## src/hdl/dfs_adjacency_matrix_walker_core_macros.svh

```systemverilog
// Assertion macros used by the walker datapath.
// Each macro checks a clocked implication with an asynchronous active-low reset.
`ifndef DFS_ADJACENCY_MATRIX_WALKER_CORE_MACROS_SVH
`define DFS_ADJACENCY_MATRIX_WALKER_CORE_MACROS_SVH

`ifndef SYNTHESIS

`define DFSAM_ASSERT_IMPL(name, clock, rst_n, ante, cons) \
	name: assert property (@(posedge clock) disable iff (!(rst_n)) (ante) |-> (cons)) \
		else $error("walker assertion failed");

`define DFSAM_ASSERT_NEXT(name, clock, rst_n, ante, cons) \
	name: assert property (@(posedge clock) disable iff (!(rst_n)) (ante) |=> (cons)) \
		else $error("walker assertion failed");

`else

`define DFSAM_ASSERT_IMPL(name, clock, rst_n, ante, cons)

`define DFSAM_ASSERT_NEXT(name, clock, rst_n, ante, cons)

`endif

`endif

```

## src/hdl/dfsam_pkg.sv

```systemverilog
`timescale 1ns / 1ps

package dfsam_pkg;

	localparam int OPCODE_W = 2;
	localparam int LABEL_W = 8;
	localparam int INDEX_W = 4;

	// Edge endpoints are four bits wide, so no edge ever touches a vertex at or
	// above this index.
	localparam int INDEX_LIMIT = 16;

	localparam logic [OPCODE_W-1:0] OP_ADD_VERTEX = 2'd0;
	localparam logic [OPCODE_W-1:0] OP_ADD_EDGE = 2'd1;
	localparam logic [OPCODE_W-1:0] OP_RUN = 2'd2;

	// Commands from the controller to the datapath.
	typedef struct packed {
		logic add_vertex;
		logic add_edge;
		logic start_run;
		logic step;
	} ctl_t;

	// Status from the datapath to the controller.
	typedef struct packed {
		logic found;
		logic stack_one;
		logic out_busy;
		logic total_zero;
	} status_t;

endpackage

```

## src/hdl/dfsam_cmd_if.sv

```systemverilog
`timescale 1ns / 1ps

interface dfsam_cmd_if;
	import dfsam_pkg::*;

	logic valid;
	logic ready;
	logic [OPCODE_W-1:0] opcode;
	logic [LABEL_W-1:0] label;
	logic [INDEX_W-1:0] edge_from;
	logic [INDEX_W-1:0] edge_to;

	modport source(output valid, output opcode, output label, output edge_from,
		output edge_to, input ready);
	modport sink(input valid, input opcode, input label, input edge_from,
		input edge_to, output ready);

endinterface

```

## src/hdl/dfsam_visit_if.sv

```systemverilog
`timescale 1ns / 1ps

interface dfsam_visit_if;
	import dfsam_pkg::*;

	logic valid;
	logic ready;
	logic [INDEX_W-1:0] vertex_index;
	logic [LABEL_W-1:0] vertex_label;
	logic last;

	modport source(output valid, output vertex_index, output vertex_label,
		output last, input ready);
	modport sink(input valid, input vertex_index, input vertex_label,
		input last, output ready);

endinterface

```

## src/hdl/dfs_adjacency_matrix_walker_core.sv

```systemverilog
// Add-vertex and add-edge beats are accepted back to back.
// After a run beat is accepted, the walk makes one step (a visit or a pop) per cycle
// while the output is not stalled; the single step unit sets that rate.
// No command beat is accepted while a walk is in progress; a stalled output holds the walk.
// Reset clears the adjacency matrix, vertex count, visited flags and stack depth at once;
// labels and stack entries are undefined until written, and no clearing pass is needed.
`timescale 1ns / 1ps

module dfs_adjacency_matrix_walker_core #(
	parameter int MAX_VERTICES = 16
) (
	input logic clk,
	input logic arst_n,
	dfsam_cmd_if.sink cmd,
	dfsam_visit_if.source visit
);
	import dfsam_pkg::*;

	// The controller owns the handshake on the command channel and sequences the
	// walk; the datapath holds the graph, the stack and the output register.
	ctl_t ctl;
	status_t status;

	dfsam_ctrl u_ctrl (
		.clk(clk),
		.arst_n(arst_n),
		.valid(cmd.valid),
		.opcode(cmd.opcode),
		.ready(cmd.ready),
		.status(status),
		.ctl(ctl)
	);

	// Each step looks up the lowest unvisited neighbour of the vertex on top of the
	// stack. The vertex found in one step is held until a later step finds a successor or
	// ends the walk and shows whether it was the final one, so the last flag is exact.
	dfsam_dp #(
		.MAX_VERTICES(MAX_VERTICES)
	) u_dp (
		.clk(clk),
		.arst_n(arst_n),
		.label(cmd.label),
		.edge_from(cmd.edge_from),
		.edge_to(cmd.edge_to),
		.ctl(ctl),
		.status(status),
		.visit_ready(visit.ready),
		.visit_valid(visit.valid),
		.vertex_index(visit.vertex_index),
		.vertex_label(visit.vertex_label),
		.last(visit.last)
	);

endmodule

```

## src/hdl/dfsam_ctrl.sv

```systemverilog
`timescale 1ns / 1ps

module dfsam_ctrl (
	input logic clk,
	input logic arst_n,
	input logic valid,
	input logic [dfsam_pkg::OPCODE_W-1:0] opcode,
	output logic ready,
	input dfsam_pkg::status_t status,
	output dfsam_pkg::ctl_t ctl
);
	import dfsam_pkg::*;

	typedef enum logic {
		ST_IDLE,
		ST_WALK
	} state_t;

	state_t state_q;
	logic accept;

	always_comb begin
		ready = (state_q == ST_IDLE);
		accept = valid && ready;
		ctl.add_vertex = accept && (opcode == OP_ADD_VERTEX);
		ctl.add_edge = accept && (opcode == OP_ADD_EDGE);
		ctl.start_run = accept && (opcode == OP_RUN) && !status.total_zero;
		ctl.step = (state_q == ST_WALK) && !status.out_busy;
	end

	// The walk ends when the bottom entry of the stack has no neighbour left.
	always_ff @(posedge clk or negedge arst_n) begin
		if (!arst_n) begin
			state_q <= ST_IDLE;
		end else begin
			unique case (state_q)
				ST_IDLE: begin
					if (ctl.start_run) begin
						state_q <= ST_WALK;
					end
				end
				ST_WALK: begin
					if (ctl.step && !status.found && status.stack_one) begin
						state_q <= ST_IDLE;
					end
				end
				default: begin
					state_q <= ST_IDLE;
				end
			endcase
		end
	end

endmodule

```

## src/hdl/dfsam_dp.sv

```systemverilog
`timescale 1ns / 1ps
`include "dfs_adjacency_matrix_walker_core_macros.svh"

module dfsam_dp #(
	parameter int MAX_VERTICES = 16
) (
	input logic clk,
	input logic arst_n,
	input logic [dfsam_pkg::LABEL_W-1:0] label,
	input logic [dfsam_pkg::INDEX_W-1:0] edge_from,
	input logic [dfsam_pkg::INDEX_W-1:0] edge_to,
	input dfsam_pkg::ctl_t ctl,
	output dfsam_pkg::status_t status,
	input logic visit_ready,
	output logic visit_valid,
	output logic [dfsam_pkg::INDEX_W-1:0] vertex_index,
	output logic [dfsam_pkg::LABEL_W-1:0] vertex_label,
	output logic last
);
	import dfsam_pkg::*;

	// Only vertices below ADJ_N can carry edges, so only they can be reached.
	localparam int ADJ_N = (MAX_VERTICES < INDEX_LIMIT) ? MAX_VERTICES : INDEX_LIMIT;
	localparam int VW = $clog2(ADJ_N);
	localparam int TW = $clog2(MAX_VERTICES + 1);
	localparam int DW = $clog2(ADJ_N + 1);

	logic [ADJ_N-1:0] adj_q [ADJ_N];
	logic [LABEL_W-1:0] label_q [ADJ_N];
	logic [VW-1:0] stack_q [ADJ_N];
	logic [TW-1:0] total_q;
	logic [ADJ_N-1:0] visited_q;
	logic [DW-1:0] depth_q;
	logic [VW-1:0] pending_q;
	logic visit_valid_q;
	logic [INDEX_W-1:0] vertex_index_q;
	logic [LABEL_W-1:0] vertex_label_q;
	logic last_q;

	logic [DW-1:0] depth_m1;
	logic [VW-1:0] top_vtx;
	logic [ADJ_N-1:0] limit_mask;
	logic [ADJ_N-1:0] cand;
	logic found;
	logic [VW-1:0] next_vtx;
	logic stack_one;
	logic emit;
	logic edge_ok;
	logic [VW-1:0] idx_a;
	logic [VW-1:0] idx_b;

	always_comb begin
		depth_m1 = depth_q - DW'(1);
		top_vtx = stack_q[depth_m1[VW-1:0]];
		for (int i = 0; i < ADJ_N; i++) begin
			limit_mask[i] = (TW'(i) < total_q);
		end
		cand = adj_q[top_vtx] & ~visited_q & limit_mask;
		found = |cand;
		next_vtx = '0;
		for (int i = ADJ_N - 1; i >= 0; i--) begin
			if (cand[i]) begin
				next_vtx = VW'(i);
			end
		end
		stack_one = (depth_q == DW'(1));
		// The held vertex leaves when a successor is found or the walk ends.
		emit = ctl.step && (found || stack_one);
		edge_ok = ({1'b0, edge_from} < (INDEX_W + 1)'(ADJ_N))
			&& ({1'b0, edge_to} < (INDEX_W + 1)'(ADJ_N));
		idx_a = edge_from[VW-1:0];
		idx_b = edge_to[VW-1:0];

		status.found = found;
		status.stack_one = stack_one;
		status.out_busy = visit_valid_q && !visit_ready;
		status.total_zero = (total_q == '0);

		visit_valid = visit_valid_q;
		vertex_index = vertex_index_q;
		vertex_label = vertex_label_q;
		last = last_q;
	end

	always_ff @(posedge clk or negedge arst_n) begin
		if (!arst_n) begin
			for (int r = 0; r < ADJ_N; r++) begin
				adj_q[r] <= '0;
			end
			total_q <= '0;
			visited_q <= '0;
			depth_q <= '0;
			visit_valid_q <= 1'b0;
		end else begin
			if (ctl.add_vertex && (total_q < TW'(MAX_VERTICES))) begin
				total_q <= total_q + TW'(1);
			end
			if (ctl.add_edge && edge_ok) begin
				adj_q[idx_a][idx_b] <= 1'b1;
				adj_q[idx_b][idx_a] <= 1'b1;
			end
			if (ctl.start_run) begin
				visited_q <= ADJ_N'(1);
				depth_q <= DW'(1);
			end
			if (ctl.step) begin
				if (found) begin
					visited_q[next_vtx] <= 1'b1;
					if (depth_q < DW'(ADJ_N)) begin
						depth_q <= depth_q + DW'(1);
					end
				end else begin
					depth_q <= depth_m1;
					if (stack_one) begin
						visited_q <= '0;
					end
				end
			end
			if (emit) begin
				visit_valid_q <= 1'b1;
			end else if (visit_ready) begin
				visit_valid_q <= 1'b0;
			end
		end
	end

	always_ff @(posedge clk) begin
		if (ctl.add_vertex && (total_q < TW'(ADJ_N))) begin
			label_q[total_q[VW-1:0]] <= label;
		end
		if (ctl.start_run) begin
			stack_q[0] <= '0;
			pending_q <= '0;
		end
		if (ctl.step && found) begin
			if (depth_q < DW'(ADJ_N)) begin
				stack_q[depth_q[VW-1:0]] <= next_vtx;
			end
			pending_q <= next_vtx;
		end
		if (emit) begin
			vertex_index_q <= INDEX_W'(pending_q);
			vertex_label_q <= label_q[pending_q];
			last_q <= !found;
		end
	end

	`DFSAM_ASSERT_IMPL(a_depth_bound, clk, arst_n, 1'b1, depth_q <= DW'(ADJ_N))
	`DFSAM_ASSERT_IMPL(a_no_overwrite, clk, arst_n, emit, !(visit_valid_q && !visit_ready))
	`DFSAM_ASSERT_NEXT(a_visited_cleared, clk, arst_n, emit && !found, visited_q == '0)
	`DFSAM_ASSERT_IMPL(a_root_visited, clk, arst_n, visited_q != '0, visited_q[0])

endmodule
```

## src/flat_wrapper.sv

```systemverilog
// flat-port wrapper written by rule: the top's interface ports become plain ports
module dfs_adjacency_matrix_walker_core_flat import dfsam_pkg::*;
#(
	parameter int MAX_VERTICES = 16
)
  (clk, arst_n, cmd_valid, cmd_opcode, cmd_label, cmd_edge_from, cmd_edge_to, cmd_ready, visit_valid, visit_vertex_index, visit_vertex_label, visit_last, visit_ready);
  dfsam_cmd_if cmd_i ();
  dfsam_visit_if visit_i ();
  input logic clk;
  input logic arst_n;
  input wire logic [$bits(cmd_i.valid)-1:0] cmd_valid;
  input wire logic [$bits(cmd_i.opcode)-1:0] cmd_opcode;
  input wire logic [$bits(cmd_i.label)-1:0] cmd_label;
  input wire logic [$bits(cmd_i.edge_from)-1:0] cmd_edge_from;
  input wire logic [$bits(cmd_i.edge_to)-1:0] cmd_edge_to;
  output wire logic [$bits(cmd_i.ready)-1:0] cmd_ready;
  output wire logic [$bits(visit_i.valid)-1:0] visit_valid;
  output wire logic [$bits(visit_i.vertex_index)-1:0] visit_vertex_index;
  output wire logic [$bits(visit_i.vertex_label)-1:0] visit_vertex_label;
  output wire logic [$bits(visit_i.last)-1:0] visit_last;
  input wire logic [$bits(visit_i.ready)-1:0] visit_ready;
  assign cmd_i.valid = cmd_valid;
  assign cmd_i.opcode = cmd_opcode;
  assign cmd_i.label = cmd_label;
  assign cmd_i.edge_from = cmd_edge_from;
  assign cmd_i.edge_to = cmd_edge_to;
  assign cmd_ready = cmd_i.ready;
  assign visit_valid = visit_i.valid;
  assign visit_vertex_index = visit_i.vertex_index;
  assign visit_vertex_label = visit_i.vertex_label;
  assign visit_last = visit_i.last;
  assign visit_i.ready = visit_ready;
  dfs_adjacency_matrix_walker_core #(.MAX_VERTICES(MAX_VERTICES)) u_core (.clk(clk), .arst_n(arst_n), .cmd(cmd_i), .visit(visit_i));
endmodule
```

## config.mk

```make
export PLATFORM = sky130hd
export DESIGN_NAME = dfs_adjacency_matrix_walker_core_flat
export DESIGN_NICKNAME = d
export VERILOG_FILES = /design/src/hdl/dfsam_pkg.sv /design/src/hdl/dfsam_cmd_if.sv /design/src/hdl/dfsam_visit_if.sv /design/src/hdl/dfs_adjacency_matrix_walker_core.sv /design/src/hdl/dfsam_ctrl.sv /design/src/hdl/dfsam_dp.sv /design/src/flat_wrapper.sv
export VERILOG_INCLUDE_DIRS = /design/src /design/src/hdl
export SDC_FILE = /design/constraint.sdc
export NUM_CORES = 1
export LEC_CHECK = 0
export BUFFER_PORTS_ARGS = -buffer_cell sky130_fd_sc_hd__clkbuf_2
export CORE_UTILIZATION = 30
export CTS_CLUSTER_DIAMETER = 100
export CTS_CLUSTER_SIZE = 14
export DETAILED_ROUTE_END_ITERATION = 10
export GPL_TIMING_DRIVEN = 0
export PLACE_DENSITY = 0.56
export SLEW_MARGIN = 5
export SYNTH_ARGS = -nofsm -noshare
export SYNTH_HDL_FRONTEND = slang
export SYNTH_SLANG_ARGS = --single-unit
```

## constraint.sdc

```tcl
create_clock -name clk -period 5.4 [get_ports clk]
set_input_delay 0.81 -clock clk [delete_from_list [all_inputs] [get_ports clk]]
set_output_delay 0.81 -clock clk [all_outputs]
set_load 0.005 [all_outputs]
```

Yosys cells after proc, flatten, opt, wreduce, memory -nomap -nowiden:

Memories as Yosys holds them, arrays and structs flattened. A register that Yosys moved wholly into a read port is not among the register bits.
Index checks and enable logic that the tools add are counted.

* add/subtract/negate cells: 3
* $lt $le $gt $ge: 29
* equality and inequality tests: 3
* multiplexer cells: 53
* bitwise operators: 10
* reduce and logical (&&, ||, !) cells: 28

Operator list (count)
* 256-bit OR: 2
* 16-bit demux with 4-bit select: 2
* 16-bit two-way mux: 8
* 4-bit two-way mux: 20
* 16-bit binary-select mux with 4-bit select: 1
* 4-bit by 5-bit < comparator with 1-bit output (first input constant): 8
* 16-bit AND: 2
* 3-bit by 5-bit < comparator with 1-bit output (first input constant): 4
* 5-bit two-way mux: 4
* 1-bit logical AND: 17
* 16-bit NOT: 1
* 16-bit OR: 1
* 16-bit OR reduction: 1
* 5-bit >= comparator (second input constant): 3
* 4-bit by 5-bit < comparator with 1-bit output (second input constant): 3
* 4-bit NOT with 5-bit output: 3
* 1-bit two-way mux: 14
* 1-bit demux with 4-bit select: 3
* 4-bit by 1-bit >= comparator with 1-bit output (second input constant): 3
* 5-bit by 1-bit adder with 5-bit output (second input constant): 2
* 1-bit by 5-bit < comparator with 1-bit output (first input constant): 2
* 2-bit by 5-bit < comparator with 1-bit output (first input constant): 2
* 5-bit by 1-bit < comparator with 1-bit output (second input constant): 2
* 5-bit < comparator (second input constant): 2
* 12 further kinds: 16

* register bits: 293
* memory bits (writable): 192
* input port bits: 22
* output and inout bits: 15
* word-level logic and storage cells: 152
* memories kept: 2

Memories
* u_core.u_dp.label_q: depth 16, bits a word 8, read ports 1, clocked after memory_dff 1, write ports 1, RTL line dfsam_dp.sv:29 `logic [LABEL_W-1:0] label_q [ADJ_N];`
* u_core.u_dp.stack_q: depth 16, bits a word 4, read ports 1, clocked after memory_dff 0, write ports 1, RTL line dfsam_dp.sv:30 `logic [VW-1:0] stack_q [ADJ_N];`

Depth between registers and ports, before layout:

An unclocked memory read counts as a cell.

* depth after elaboration: 31
* gate-level depth with buffers: 22
* mapped depth without buffers: 14

Modules after synthesis:

From an unflattened synthesis, not the netlist that was laid out.

* cells, all modules: 1681
* area, all modules: 22614.2 um^2

Modules (own cells, without submodules)
* dfsam_dp: instances 1, cells each 1671, area each 22536.6 um^2, sequential area each 13357.8 um^2
* dfsam_ctrl: instances 1, cells each 10, area each 77.6 um^2, sequential area each 25.0 um^2

Worst setup path after synthesis:

No wires, ideal clock.

* kind: reg-to-reg
* from: register u_core.u_dp.depth_q[0]
* to: memory u_core.u_dp.stack_q[0][0] in the netlist's numbering (data pin)
* setup time: 336 ps
* arrival time: 5052 ps
* data required time: 5064 ps
* slack: 13 ps
* cell stages (with the launch flop): 19
* buffers on the path: 5
* period minus slack after synthesis: 5387 ps
* path through: dfrtp_1 -> buf_2 -> buf_4 -> buf_2 -> inv_1 -> ha_1 -> xor2_4 -> mux4_2 -> a22oi_4 -> nand2_4 -> buf_2 -> mux2i_1 -> a32o_1 -> o31ai_1 -> nand3b_1 -> or3_1 -> clkbuf_1 -> o31ai_2 -> nor3b_1

* longest elaborated chain between the ends: 25
* elaborated cells between the ends (all ways): 32
* those cells by class: add/sub (1); order compare (1); mux (23); bitwise (3); reduce/logical (3); memory (1)

Ends and longest elaborated chain
* start, declared: RTL line dfsam_dp.sv:33 `logic [DW-1:0] depth_q;`
* start signal, assigned: RTL line dfsam_dp.sv:110 `depth_q <= depth_q + DW'(1);`
* start signal, assigned: RTL line dfsam_dp.sv:113 `depth_q <= depth_m1;`
* 5-bit by 1-bit subtractor with 5-bit output: RTL line dfsam_dp.sv:53 `depth_m1 = depth_q - DW'(1);`
* memory read 16 x 4 bit
* 4-bit NOT with 5-bit output (not written as such): RTL line dfsam_dp.sv:58 `cand = adj_q[top_vtx] & ~visited_q & limit_mask;`
* 16-bit binary-select mux with 4-bit select: RTL line dfsam_dp.sv:58
* 16-bit two-way mux (not written as such) (2 in a row): RTL line dfsam_dp.sv:58
* 16-bit AND (2 in a row): RTL line dfsam_dp.sv:58
* 4-bit two-way mux (16 in a row): RTL line dfsam_dp.sv:62 `if (cand[i]) begin`
* 4-bit two-way mux (no source line) (*)
* end, declared: RTL line dfsam_dp.sv:30

Every way passes the cells marked *; elsewhere a longest branch is shown, timed or not. The select of a mux whose other input is x is not followed.

Worst setup path after layout:

* from: register u_core.u_dp.depth_q[1]
* to: register u_core.u_dp.depth_q[4]

* longest elaborated chain between the ends: 11
* elaborated cells between the ends (all ways): 14
* those cells by class: add/sub (2); order compare (1); mux (6); bitwise (3); reduce/logical (1); memory (1)

Ends and longest elaborated chain
* 5-bit by 1-bit subtractor with 5-bit output: RTL line dfsam_dp.sv:53
* memory read 16 x 4 bit
* 4-bit NOT with 5-bit output (not written as such): RTL line dfsam_dp.sv:58
* 16-bit binary-select mux with 4-bit select: RTL line dfsam_dp.sv:58
* 16-bit two-way mux (not written as such) (2 in a row): RTL line dfsam_dp.sv:58
* 16-bit AND (2 in a row): RTL line dfsam_dp.sv:58
* 16-bit OR reduction: RTL line dfsam_dp.sv:59 `found = |cand;`
* 5-bit two-way mux (*): RTL line dfsam_dp.sv:107 `if (found) begin`
* 5-bit two-way mux (*): RTL line dfsam_dp.sv:106 `if (ctl.step) begin`

Marks and branches as above.
A chain may end at the register's enable or synchronous reset.

==> run metrics <==
main combinational cell family by area after synthesis compound AO/OA/AOI/OAI gates; leakage 10.2 nW; area of the mapped netlist 0.0220 mm^2; DRT antenna net count 0; CTS Sinks 493; mux cell area share after synthesis 10.3%; Max-Slew Margin vs Limit 0.684%; initial antenna violation count 0; kind of critical path register to register; startpoint types register; total CTS buffers 41; first-pass GRT wire length 106000 um; H-tree lvl count 2; Synth top area share 32.3%; Area Overhead vs Synth 17.6%; Starting DRT DRC Count 1772; IO Port Bufs 28; Starting Density 30.5%; largest net degree at the start of global routing 106; Worst Tran Pin Value 1.48 ns; Hold Fails Final Rpt 0; WL final 72000 um; period utilization 99.3%; GRT Total Usage 19.1%; Synth async-reset ratio 57.6%; Post-Syn Area per Cell 14.0 um^2; final period demand of the worst path 5.36 ns; Clock Tree Buf Depth 3; global route overflow 0; share of post-route cells with drive strength above 1 20.6%; FF-to-FF End u_core.u_dp.depth_q[4]; Compound-Gate Fraction of Synth Area 17.0%; worst r2r src u_core.u_dp.depth_q[1]; outcome finished, violations left; Max Freq 186 MHz; DR WL/cell 27.1 um; main flop type after synthesis dfrtp_1; worst hold path type primary input to asynchronous set/reset pin; Die X 273 um; CP arrival 5.81 ns; vias post-DR 15848; synth unique cells 74; drt via density 5.96; reg2reg setup slack 0.04 ns; Yosys top cell by area dfrtp_1; flops & latches, synth 493; RSZ-0062 raised after global routing yes; vias in the first global route 15629; worst path required time 5.85 ns; failing checks capacitance limit; Clock Skews 0.0483 ns; most common cell in the netlist dfrtp_1; register area share after synthesis 60.9%; GPL Wtd Cong 0.935; Nets 1716; hold slack final 0.254 ns; commonest cells in the synthesized netlist 284 x dfrtp_1, 237 x a221o_1, 209 x edfxtp_1; Yosys warnings 0; VDD IR max 0.332 mV; CP endpoint kind register; drt pass-1 iters 5; clk root buf clkbuf_16; detailed-route DRC error count 0; Crit Path Max Fanout 10; Post-Synthesis Cells 1566; CORE AREA 0.0720 mm^2; chip height 273 um; Max Cap Viol 1; Post-Syn Nets 1595; Area contributors post-synth dfrtp_1 32%, edfxtp_1 29%, a221o_1 11%, mux4_2 8.3%, clkbuf_1 2.1%; final setup fails 0; final total negative setup slack 0 ns; DIE AREA 0.0744 mm^2; cells on worst reg2reg path 16; CTS tree done; Power per Cell Area 528 mW/mm^2; XOR/XNOR share of the synthesized area 0.285%; # IOs 37; row cnt 98; final slew viol count 0; Worst-path clk slew 0.07 ns; Clock Latency Late Sink 0.60 ns; Post-synth EDFFs 209; area share of fa/ha/maj cells after synthesis 0.398%; Post-Synth Simple-Gate Area 7.81%; post-DP HPWL 48400 um
-- registers in the layout, indices dropped and copies added, names as in the netlist --
| name | flops |
|---|---|
| u_core.u_dp.depth_q | 5 |
| u_core.u_dp.total_q | 5 |
| u_core.u_dp.stack_q | 64 |
| u_core.u_dp.vertex_label | 8 |
| u_core.u_dp.label_q | 128 |
| u_core.u_dp.adj_q | 256 |
| u_core.u_dp.visit_valid | 1 |
| u_core.u_ctrl.state_q | 1 |
| u_core.u_dp.last | 1 |
| u_core.u_dp.vertex_index | 4 |
| u_core.u_dp.pending_q | 4 |
| u_core.u_dp.visited_q | 16 |
-- cells by family after synthesis --
| kind of cell | count (synthesis) |
|---|---|
| AO/OA/AOI/OAI | 416 |
| XOR/XNOR | 5 |
| adder cells (fa/ha/maj) | 7 |
| buffers and inverters | 173 |
| flip-flops | 493 |
| multiplexers | 124 |
| AND/OR/NAND/NOR | 348 |
-- layout make-up --
cell class	instances	area, um^2
buffer	151	762
sequential	493	13400
inverter	18	70.1
fill	6866	46100
antenna	1	2.50
multi-input combinational	904	8620
timing repair buffer	78	668
clock inverter	4	52.6
tap	950	1190
clock buffer	58	1110
-- worst max-delay path by stage --
stage | startpoint | endpoint | slack (ns) | depth (start not counted)
6_report | u_core.u_dp.depth_q[1] | u_core.u_dp.depth_q[4] | 0.04 | 16
5_1_grt | u_core.u_dp.depth_q[0] | u_core.u_dp.depth_q[4] | -0.07 | 19
4_1_cts | u_core.u_dp.depth_q[0] | u_core.u_dp.depth_q[4] | 0.009 | 19
3_5_place_dp | u_core.u_dp.depth_q[0] | u_core.u_dp.stack_q[11][1] | -2.71 | 20
3_3_place_gp | u_core.u_dp.depth_q[0] | u_core.u_dp.stack_q[11][0] | -2.92 | 19
2_1_floorplan | u_core.u_dp.depth_q[0] | u_core.u_dp.stack_q[0][0] | 0.01 | 18
-- worst max-delay path: stages (launching register included) --
cell and delay [ns]:
dfrtp_1 0.60, inv_1 0.22, ha_4 0.42, buf_6 0.19, mux4_2 0.34, mux2i_4 0.19, buf_12 0.15, mux2i_4 0.12
buf_4 0.21, nor2_2 0.48, a211oi_1 0.21, a32oi_1 0.36, nand3b_1 0.20, or3_4 0.47, or4_4 0.59, o221a_1 0.22
o221a_1 0.23
-- layout by cell type (no fill, tap or decap), types with 17 or more instances in the layout --
cell type / count
clkbuf_1: 129
nor2_1: 107
mux4_2: 81
a21o_1: 19
and3_1: 20
a221o_1: 237
nand2_1: 70
mux2i_1: 29
edfxtp_1: 209
clkbuf_2: 30
inv_1: 17
dfrtp_1: 284
buf_4: 40
clkbuf_16: 44
nand2b_1: 31
nor3_1: 23
nor3_2: 17
-- metal layers --
layer	part of all wire [%]	vias to the layer above	wire, um	GRT usage, %
li1	-	6522	-	-
met2	43	885	31200	28.1
met1	43	8253	30700	26.7
met5	0	-	0	0
met4	3.7	0	2700	6.92
met3	10	188	7480	5.30
-- where the power goes --
part / internal (mW) / switching (mW) / total, mW / leakage [nW]
clock network: 1.44 / 1.39 / 2.82 / 0.557
logic: 2.52 / 3.98 / 6.50 / 3.84
registers: 4.21 / 0.120 / 4.33 / 5.76
total: 8.16 / 5.48 / 13.6 / 10.2
-- stage by stage --
stage	area, um^2	setup slack [ns]	cells	util, %	total power [mW]
6_report	25900	0.0368	2657	35.9	13.6
5_1_grt	25900	-0.0749	2656	35.9	14.1
4_1_cts	25400	0.00895	2638	35.3	13.0
3_5_place_dp	23500	-2.71	2554	32.7	9.31
3_3_place_gp	23300	-2.92	2544	32.4	9.26
2_1_floorplan	22000	0.0125	1566	-	7.53
-- timing repair --
action                                  4_1_cts  5_1_grt
cloned                                        2        4
gates resized for setup                     104       60
hold buffers                                  0        0
buffers inserted                             23       16
endpoints found under the setup margin      173      166
pin swaps                                    11       28
Power figures use the tool's default switching activity.
